[src/rtl/edct_pkg.sv]
// Shared types and constants for the event debounce counter table.
`default_nettype none
package edct_pkg;

    localparam int DEF_NUM_EVENTS  = 4;
    localparam int DEF_COUNT_WIDTH = 8;
    localparam int MAX_COUNT_WIDTH = 16;
    localparam int TABLE_SLOTS     = 4;

    localparam int ID_WIDTH     = 16;
    localparam int KIND_WIDTH   = 2;
    localparam int THR_WIDTH    = 8;
    localparam int USE_WIDTH    = 3;
    localparam int NVM_CNT_W    = 8;
    localparam int CFG_IDX_W    = 3;
    localparam int CFG_DATA_W   = 16;

    typedef enum logic [KIND_WIDTH-1:0] {
        KIND_PASSED    = 2'd0,
        KIND_FAILED    = 2'd1,
        KIND_PREPASSED = 2'd2,
        KIND_PREFAILED = 2'd3
    } kind_t;

    typedef enum logic [CFG_IDX_W-1:0] {
        REG_THRESHOLD = 3'd0,
        REG_IN_USE    = 3'd1,
        REG_ID_0      = 3'd2,
        REG_ID_1      = 3'd3,
        REG_ID_2      = 3'd4,
        REG_ID_3      = 3'd5
    } cfg_reg_t;

    typedef enum logic {
        RES_ACCEPTED = 1'b0,
        RES_UNKNOWN  = 1'b1
    } result_t;

    typedef enum logic {
        ST_EMPTY = 1'b0,
        ST_FULL  = 1'b1
    } state_t;

    // Controller to datapath commands
    typedef struct packed {
        logic load;     // report beat taken, update table and result register
        logic cfg_wr;   // config beat taken
    } cmd_t;

    localparam logic [THR_WIDTH-1:0]  RST_THRESHOLD = 8'd8;
    localparam logic [USE_WIDTH-1:0]  RST_IN_USE    = 3'd1;
    localparam logic [ID_WIDTH-1:0]   RST_ID_0      = 16'd1;
    localparam logic [ID_WIDTH-1:0]   RST_ID_OTHER  = 16'd0;

endpackage
`default_nettype wire

[src/rtl/edct_datapath.sv]
// Datapath: config registers, id match, debounce counters and result register.
`default_nettype none
module edct_datapath
    import edct_pkg::*;
#(
    parameter int NUM_EVENTS  = DEF_NUM_EVENTS,
    parameter int COUNT_WIDTH = DEF_COUNT_WIDTH
)(
    input  wire logic                  clk,
    input  wire logic                  rst_n,
    input  wire cmd_t                  cmd,
    input  wire logic [ID_WIDTH-1:0]   event_id,
    input  wire logic [KIND_WIDTH-1:0] report_kind,
    input  wire logic [CFG_IDX_W-1:0]  cfg_index,
    input  wire logic [CFG_DATA_W-1:0] cfg_data,
    output logic                       result_code,
    output logic [ID_WIDTH-1:0]        nvm_block_id,
    output logic [NVM_CNT_W-1:0]       nvm_counter_value,
    output logic                       event_failed
);

    localparam logic [MAX_COUNT_WIDTH-1:0] COUNT_MAX =
        MAX_COUNT_WIDTH'((32'd1 << COUNT_WIDTH) - 32'd1);

    logic [THR_WIDTH-1:0]   thr_reg;
    logic [USE_WIDTH-1:0]   in_use_reg;
    logic [ID_WIDTH-1:0]    id_reg [TABLE_SLOTS];
    logic [COUNT_WIDTH-1:0] cnt_reg [NUM_EVENTS];
    logic [NUM_EVENTS-1:0]  fail_reg;

    logic [NUM_EVENTS-1:0]      hit;
    logic                       found;
    logic [COUNT_WIDTH-1:0]     cnt_cur;
    logic                       fail_cur;
    logic [COUNT_WIDTH-1:0]     cnt_next;
    logic                       fail_next;
    logic [MAX_COUNT_WIDTH-1:0] thr_wide;
    logic [COUNT_WIDTH-1:0]     thr_eff;
    logic [MAX_COUNT_WIDTH-1:0] cnt_next_wide;

    // Threshold clipped to the counter range
    always_comb
    begin
        thr_wide = MAX_COUNT_WIDTH'(thr_reg);
        thr_eff  = (thr_wide > COUNT_MAX) ? COUNT_WIDTH'(COUNT_MAX)
                                          : COUNT_WIDTH'(thr_wide);
    end

    // Lowest matching entry among those in use, as a one-hot vector
    always_comb
    begin
        logic seen;
        seen     = 1'b0;
        cnt_cur  = '0;
        fail_cur = 1'b0;
        for (int i = 0; i < NUM_EVENTS; i++)
        begin
            hit[i] = !seen && (USE_WIDTH'(i) < in_use_reg) && (id_reg[i] == event_id);
            seen   = seen || hit[i];
            cnt_cur  = cnt_cur | (cnt_reg[i] & {COUNT_WIDTH{hit[i]}});
            fail_cur = fail_cur | (fail_reg[i] & hit[i]);
        end
        found = seen;
    end

    always_comb
    begin
        cnt_next  = cnt_cur;
        fail_next = fail_cur;
        case (kind_t'(report_kind))
            KIND_PREPASSED:
            begin
                cnt_next = (cnt_cur != '0) ? cnt_cur - COUNT_WIDTH'(1) : '0;
                if (cnt_next == '0)
                    fail_next = 1'b0;
            end
            KIND_PREFAILED:
            begin
                // an over-threshold count snaps back to the threshold
                cnt_next = (cnt_cur < thr_eff) ? cnt_cur + COUNT_WIDTH'(1) : thr_eff;
                if (cnt_next == thr_eff)
                    fail_next = 1'b1;
            end
            KIND_FAILED:
            begin
                cnt_next  = thr_eff;
                fail_next = 1'b1;
            end
            default:
            begin
                cnt_next  = '0;
                fail_next = 1'b0;
            end
        endcase
        cnt_next_wide = MAX_COUNT_WIDTH'(cnt_next);
    end

    always_ff @(posedge clk or negedge rst_n)
    begin
        if (!rst_n)
        begin
            thr_reg    <= RST_THRESHOLD;
            in_use_reg <= RST_IN_USE;
            id_reg[0]  <= RST_ID_0;
            for (int i = 1; i < TABLE_SLOTS; i++)
                id_reg[i] <= RST_ID_OTHER;
        end
        else if (cmd.cfg_wr)
        begin
            unique case (cfg_index)
                REG_THRESHOLD: thr_reg    <= cfg_data[THR_WIDTH-1:0];
                REG_IN_USE:    in_use_reg <= cfg_data[USE_WIDTH-1:0];
                REG_ID_0:      id_reg[0]  <= cfg_data;
                REG_ID_1:      id_reg[1]  <= cfg_data;
                REG_ID_2:      id_reg[2]  <= cfg_data;
                REG_ID_3:      id_reg[3]  <= cfg_data;
                default:       ;
            endcase
        end
    end

    always_ff @(posedge clk or negedge rst_n)
    begin
        if (!rst_n)
        begin
            fail_reg <= '0;
            for (int i = 0; i < NUM_EVENTS; i++)
                cnt_reg[i] <= '0;
        end
        else if (cmd.load)
        begin
            for (int i = 0; i < NUM_EVENTS; i++)
            begin
                if (hit[i])
                begin
                    cnt_reg[i]  <= cnt_next;
                    fail_reg[i] <= fail_next;
                end
            end
        end
    end

    // Result register, no reset needed on payload
    always_ff @(posedge clk)
    begin
        if (cmd.load)
        begin
            nvm_block_id <= event_id;
            if (found)
            begin
                result_code       <= RES_ACCEPTED;
                nvm_counter_value <= cnt_next_wide[NVM_CNT_W-1:0];
                event_failed      <= fail_next;
            end
            else
            begin
                result_code       <= RES_UNKNOWN;
                nvm_counter_value <= '0;
                event_failed      <= 1'b0;
            end
        end
    end

endmodule
`default_nettype wire

[config.mk]
export PLATFORM = sky130hd
export DESIGN_NAME = edct_datapath
export DESIGN_NICKNAME = d
export VERILOG_FILES = /design/src/rtl/edct_pkg.sv /design/src/rtl/edct_datapath.sv
export SDC_FILE = /design/constraint.sdc
export NUM_CORES = 1
export LEC_CHECK = 0
export BUFFER_PORTS_ARGS = -buffer_cell sky130_fd_sc_hd__buf_2
export CAP_MARGIN = 20
export CORE_MARGIN = 2
export CORE_UTILIZATION = 60
export DETAILED_ROUTE_END_ITERATION = 8
export PLACE_DENSITY = 0.87
export RECOVER_POWER = 25
export SLEW_MARGIN = 10
export SYNTH_ARGS = -nofsm -noshare
export SYNTH_HDL_FRONTEND = slang
export SYNTH_SLANG_ARGS = --single-unit
[constraint.sdc]
create_clock -name clk -period 4.6 [get_ports clk]
set_input_delay 0.23 -clock clk [delete_from_list [all_inputs] [get_ports clk]]
set_output_delay 0.23 -clock clk [all_outputs]
set_load 0.005 [all_outputs]
Word-level counts from Yosys, hierarchy flattened
Cells that the tools add are included.

cells by class
  bitwise logic cells = 14
  add/sub/neg operators = 2
  order comparisons = 5
  mux-type cells = 7
  reductions and logical operators = 26
  equal/unequal tests = 13

operator list
  operator                                                                     count
  16-bit equality test                                                         4
  8-bit bitwise AND                                                            4
  8-bit OR                                                                     3
  8-bit one-hot mux with 3 select lines                                        1
  2-bit AND reduction                                                          10
  8-bit two-way mux                                                            2
  8-bit by 1-bit adder with 8-bit output, second input constant                1
  8-bit equality test                                                          1
  8-bit zero test                                                              1
  8-bit less-than comparator                                                   1
  8-bit nonzero test                                                           1
  8-bit by 1-bit subtractor with 8-bit output, second input constant           1
  1-bit logical AND                                                            7
  3-bit by 2-bit equality test with 1-bit output, second input constant        2
  3-bit equality test, second input constant                                   2
  1-bit by 3-bit less-than comparator with 1-bit output, first input constant  2
  2-bit by 3-bit less-than comparator with 1-bit output, first input constant  2
  1-bit bitwise AND                                                            4
  2-bit equality test, second input constant                                   2
  3-bit by 1-bit equality test with 1-bit output, second input constant        1
  1-bit zero test                                                              3
  3-bit zero test                                                              1
  1-bit logical OR                                                             3
  1-bit two-way mux                                                            3
  other kinds (3)                                                              5

storage, ports and cells
  bits in registers = 137
  input port bits = 41
  output and inout port bits = 26
  logic and storage cells = 85

Depth between registers and ports, before layout
  depth in word-level cells = 20
  mapped depth = 19
  gate-level depth less buffers = 17

Least setup slack after synthesis
No wires, ideal clock.

  path kind = reg2reg
  start point = register id_reg[28] (netlist bit)
  end point = register nvm_counter_value[5], data pin
  required time = 4.317 ns
  cell stages (with the launch flop) = 18
  path slack = 0.992 ns
  buffers on the path = 1
  clock period less this slack = 3.608 ns
  data arrival time = 3.325 ns
  library setup time = 0.283 ns
  cell sequence = dfrtp_1 -> xor2_1 -> nor4_2 -> nand4_1 -> nor2_2 -> o211a_1 -> o31ai_1 -> ha_1 -> a21o_1 -> a211oi_1 -> nand2_1 -> o21ai_0 -> a22o_1 -> buf_4 -> mux2i_1 -> nor2_1 -> nor2_1 -> nor2_1

between the ends
  longest elaborated chain between the ends = 11
  elaborated cells on any way between the ends = 18
  those cells by class = add/sub: 2; order compare: 1; eq/ne: 1; mux: 3; bitwise: 4; reduce/logical: 7

ends and longest elaborated chain
  element                                                         line                                      text
  start: declaration                                              edct_datapath.sv:27                       logic [ID_WIDTH-1:0] id_reg [TABLE_SLOTS];
  16-bit equality test (*)                                        edct_datapath.sv:58                       hit[i] = !seen && (USE_WIDTH'(i) < in_use_reg) && (id_reg[i] == event_id);
  1-bit logical AND (*)                                           edct_datapath.sv:58
  1-bit logical OR                                                edct_datapath.sv:59                       seen = seen || hit[i];
  1-bit zero test                                                 edct_datapath.sv:58
  1-bit logical AND (2 in series)                                 edct_datapath.sv:58
  8-bit bitwise AND                                               edct_datapath.sv:60                       cnt_cur = cnt_cur | (cnt_reg[i] & {COUNT_WIDTH{hit[i]}});
  8-bit OR                                                        edct_datapath.sv:60
  8-bit by 1-bit adder with 8-bit output (tied with other cells)  edct_datapath.sv:80                       cnt_next = (cnt_cur < thr_eff) ? cnt_cur + COUNT_WIDTH'(1) : thr_eff;
  8-bit two-way mux, on equally long branches                     edct_datapath.sv:80, edct_datapath.sv:73
  8-bit one-hot mux with 3 select lines                           edct_datapath.sv:70                       case (kind_t'(report_kind))
  end signal: assignment                                          edct_datapath.sv:152                      nvm_counter_value <= cnt_next_wide[NVM_CNT_W-1:0];
  end: declaration                                                edct_datapath.sv:18                       output logic [NVM_CNT_W-1:0] nvm_counter_value,

Mark *: on every way between the ends. The rest lies on a longest branch, timed or not.
A chain may end at the register's enable or synchronous reset.

Worst setup path in the final report
  start point = register id_reg[41] (netlist bit)
  end point = register nvm_counter_value[4], data pin

between the ends
  longest elaborated chain between the ends = 15
  elaborated cells on any way between the ends = 24
  those cells by class = add/sub: 2; order compare: 1; eq/ne: 1; mux: 3; bitwise: 6; reduce/logical: 11

ends and longest elaborated chain
  element                                                         line
  16-bit equality test (*)                                        edct_datapath.sv:58
  1-bit logical AND (*)                                           edct_datapath.sv:58
  1-bit logical OR                                                edct_datapath.sv:59
  1-bit zero test                                                 edct_datapath.sv:58
  1-bit logical AND (2 in series)                                 edct_datapath.sv:58
  1-bit logical OR                                                edct_datapath.sv:59
  1-bit zero test                                                 edct_datapath.sv:58
  1-bit logical AND (2 in series)                                 edct_datapath.sv:58
  8-bit bitwise AND                                               edct_datapath.sv:60
  8-bit OR                                                        edct_datapath.sv:60
  8-bit by 1-bit adder with 8-bit output (tied with other cells)  edct_datapath.sv:80
  8-bit two-way mux, on equally long branches                     edct_datapath.sv:80, edct_datapath.sv:73
  8-bit one-hot mux with 3 select lines                           edct_datapath.sv:70

Marked as above.

==> results.md <==
- Status: finished, violations left
- Clock tree root buffer cell: sky130_fd_sc_hd__clkbuf_16
- Detailed-router iteration count before antenna repair: 5
- Avg Inst Size Synth: around 11 µm²
- Clock network latency to the later pin of the worst-skew pair: 440 ps
- Worst-case headroom to the max-slew limit: -39.9%
- Proportion of synthesized chip area in sequential cells: 48.9%
- Fraction of final layout cells sized beyond drive strength 1: between 20 and 30%
- Crit path buf inv count: 0
- DRC errors left: 0
- Number of primary I/O pins: 67
- Core Box Area: 11900 µm²
- Antenna violations before repair: 0
- Layout filler cell count: 861
- Worst-path clk slew: 60 ps
- Netlist Area Pre-Place: 7290 µm²
- Layout area overhead: 16.0%
- Leading cell types in the layout, fill and taps excluded: sky130_fd_sc_hd__dfrtp_1 (108), sky130_fd_sc_hd__mux2_2 (67), sky130_fd_sc_hd__nor2_1 (60)
- Final setup violation count: 0
- Final critical-path share of the clock period: between 90 and 100%
- Power per unit of standard cell area: approximately 410 nW/µm²
- Core Util, Final: 70.9%
- Count of flip-flops with a built-in enable after synthesis: 26
- Top_reg_cell synth: sky130_fd_sc_hd__dfrtp_1
- Routed vias/inst: 6.30
- Number of sinks on the clock net: 137
- Most used cell along the critical path: sky130_fd_sc_hd__o21ai_0
- Residual antenna-violating net count after detailed routing: 0
- Total area of multi-input combinational cells: between 3000 and 4000 µm²
- Initial drt markers: 558
- Register bit total from synthesis: 137
- Number of buffers inserted during clock tree synthesis: 17
- Failing checks: capacitance limit, slew limit
- Crit path max fanout: 13
- Post-layout minimum cycle time: 4240 ps
- Largest stage delay on the critical path: 440 ps
- CP max-delay cell: sky130_fd_sc_hd__nor4_4
- Transition time at the pin with the least slew margin: 2100 ps
- Achievable frequency: 236 MHz
- IR Drop Worst-Case VDD: 383 µV
- Routed len/inst: 22.4 µm
- Yosys synthesis warning count: 0
- Final #Nets: 787
- Global-route usage over all layers: between 30% and 40%
- Max-capacitance violation count: 1
- Unrepaired setup endpoints after global routing: no
- Maximum clock insertion buffer count: 2
- Sort of element at the end of the critical path: flip-flop
- Nets in the synthesized netlist: 703
- Wire length of the first global-routing pass: 31.5 mm
- Max-slew violations: 32
- Max FFs per register: 64
- Residual overflow from global routing: 0
- Port bufs: 66
- Crit Path Class: reg -> reg
- HPWL after DPL: 14.2 mm
- Routability Congestion: 0.965
- Static Leak: 3.64 nW
- Number of levels in the clock H-tree: 4
- Die ar.: 13000 µm²
- Most common cell after layout, fill and taps aside: sky130_fd_sc_hd__dfrtp_1
- Sum of negative setup slack: 0 ps
- Critical Path RT: approximately 4800 ps
- Vias after detailed routing: 5649
- Number of global-route vias before repair: 5905
- Initial standard-cell utilization of the core: 61.2%
- Width of the chip: 114 µm
- Largest delay share family, worst path: compound AO/OA/AOI/OAI gates
- Async SR Flop Fraction: 81.0%
- Endpoint arrival time on the critical path: 4410 ps
- Die Height: 114 µm
- Hold Violations, Final: 0
- Inserted Diodes: 0
- Cell variety after synth: approximately 70
- Placement Rows: 40
- Cells after Synth: 652
- Area occupied by registers: 3560 µm²
- Path category of the worst min-delay check: in -> reg
- Internal reg-to-reg setup slack: 360 ps
- Kind of launch point of the worst setup path: flip-flop
- Largest net degree at the start of global routing: 75
- Clock tree from TritonCTS: yes
- Total Wirelength: 20.0 mm
- CP cell instances: xor2_1 -> nor4_4 -> and3_4 -> nand2_4 -> o211a_1 -> o31ai_1 -> ha_1 -> a21o_1 -> a211oi_1 -> nand2_1 -> o21ai_0 -> a22o_2 -> o21ai_0 -> a21oi_1 -> nor2_1
- Layout Skew: around 16 ps
==> per-stage QoR <==
| stage | worst slack (ps) | power [W] | cell area (µm²) | hold WS [ps] | instances |
|---|---|---|---|---|---|
| 6_report | 356 | 0.00346 | 8450 | 72.8 | 896 |
| 5_1_grt | 39.3 | 0.00358 | 8450 | 72.8 | 896 |
| 4_1_cts | 113 | 0.00346 | 8440 | 68.6 | 892 |
| 3_5_place_dp | 174 | 0.00208 | 7830 | 437 | 859 |
| 3_3_place_gp | 261 | 0.00205 | 7820 | 423 | 857 |
| 2_1_floorplan | 992 | 0.00187 | 7290 | -65.6 | 652 |
==> cell families after synthesis <==
kind of cell / Yosys count / share of synthesized area, %
buf+inv: 42 / 2.61
mux: 76 / 11.6
compound gates: 112 / 10.8
fa+ha+maj: 10 / 1.72
xor+xnor: 81 / 10.5
simple gates: 194 / 13.9
flops: 137 / 48.9
==> routing by layer <==
| layer | wire length (µm) | global-route usage (%) |
|---|---|---|
| met1 | 7830 | 39.6 |
| met2 | 10000 | 53.3 |
| met3 | 1360 | 7.46 |
| met4 | 808 | 17.5 |
| met5 | 0 | 0 |
==> repair_timing <==
action,in CTS,in global routing
setup endpoints to repair,0,31
gates resized for setup,0,3
hold endpoints to repair,58,0
buffers inserted,0,0
hold buffers,1,0
==> power by group <==
part / internal [W] / total, W / switching [W] / leakage [nW]
Combinational: 0.000261 / 0.000560 / 0.000300 / 1.70
Clock: 0.000798 / 0.00138 / 0.000580 / 0.294
Sequential: 0.00140 / 0.00152 / 0.000118 / 1.64
==> final cells by class <==
cell class	instances	area share, %
Tap cell	147	2.18
Clock buffer	18	5.33
Sequential cell	137	42.2
Multi-Input combinational cell	473	42.3
Clock inverter	14	1.73
Inverter	21	0.933
Timing Repair Buffer	86	5.41
==> cell usage after synthesis (21+ instances only) <==
master	instances	share of area, %
sky130_fd_sc_hd__a21oi_1	28	1.9
sky130_fd_sc_hd__nand3_1	24	1.6
sky130_fd_sc_hd__dfrtp_1	108	37
sky130_fd_sc_hd__edfxtp_1	26	11
sky130_fd_sc_hd__xnor2_1	35	4.2
sky130_fd_sc_hd__mux2_2	69	11
sky130_fd_sc_hd__nor2_1	60	3.1
sky130_fd_sc_hd__nand2_1	47	2.4
sky130_fd_sc_hd__inv_1	21	1.1
sky130_fd_sc_hd__xor2_1	42	5.0
sky130_fd_sc_hd__o21ai_0	23	1.6
==> worst register-to-register path, stage by stage (launching register included) <==
cell	delay, ps
sky130_fd_sc_hd__dfrtp_1	390
sky130_fd_sc_hd__xor2_1	200
sky130_fd_sc_hd__nor4_4	440
sky130_fd_sc_hd__and3_4	290
sky130_fd_sc_hd__nand2_4	120
sky130_fd_sc_hd__o211a_1	170
sky130_fd_sc_hd__o31ai_1	350
sky130_fd_sc_hd__ha_1	320
sky130_fd_sc_hd__a21o_1	170
sky130_fd_sc_hd__a211oi_1	350
sky130_fd_sc_hd__nand2_1	80
sky130_fd_sc_hd__o21ai_0	120
sky130_fd_sc_hd__a22o_2	350
sky130_fd_sc_hd__o21ai_0	110
sky130_fd_sc_hd__a21oi_1	420
sky130_fd_sc_hd__nor2_1	100
==> worst paths after layout <==
path / end / depth (start not counted) / startpoint
worst min register to register: cnt_reg[18]$_DFFE_PN0P_ / 2 / cnt_reg[18]$_DFFE_PN0P_
max in group asynchronous: id_reg[48]$_DFFE_PN1P_ / 3 / rst_n
worst min-delay path: id_reg[11]$_DFFE_PN0P_ / 2 / cfg_data[11]
min in group asynchronous: thr_eff[6]$_DFFE_PN0P_ / 2 / rst_n
worst max-delay path: nvm_counter_value[4]$_SDFFCE_PP0P_ / 15 / id_reg[41]$_DFFE_PN0P_
worst max register to register: nvm_counter_value[4]$_SDFFCE_PP0P_ / 15 / id_reg[41]$_DFFE_PN0P_
Power figures use the tool's default switching activity.
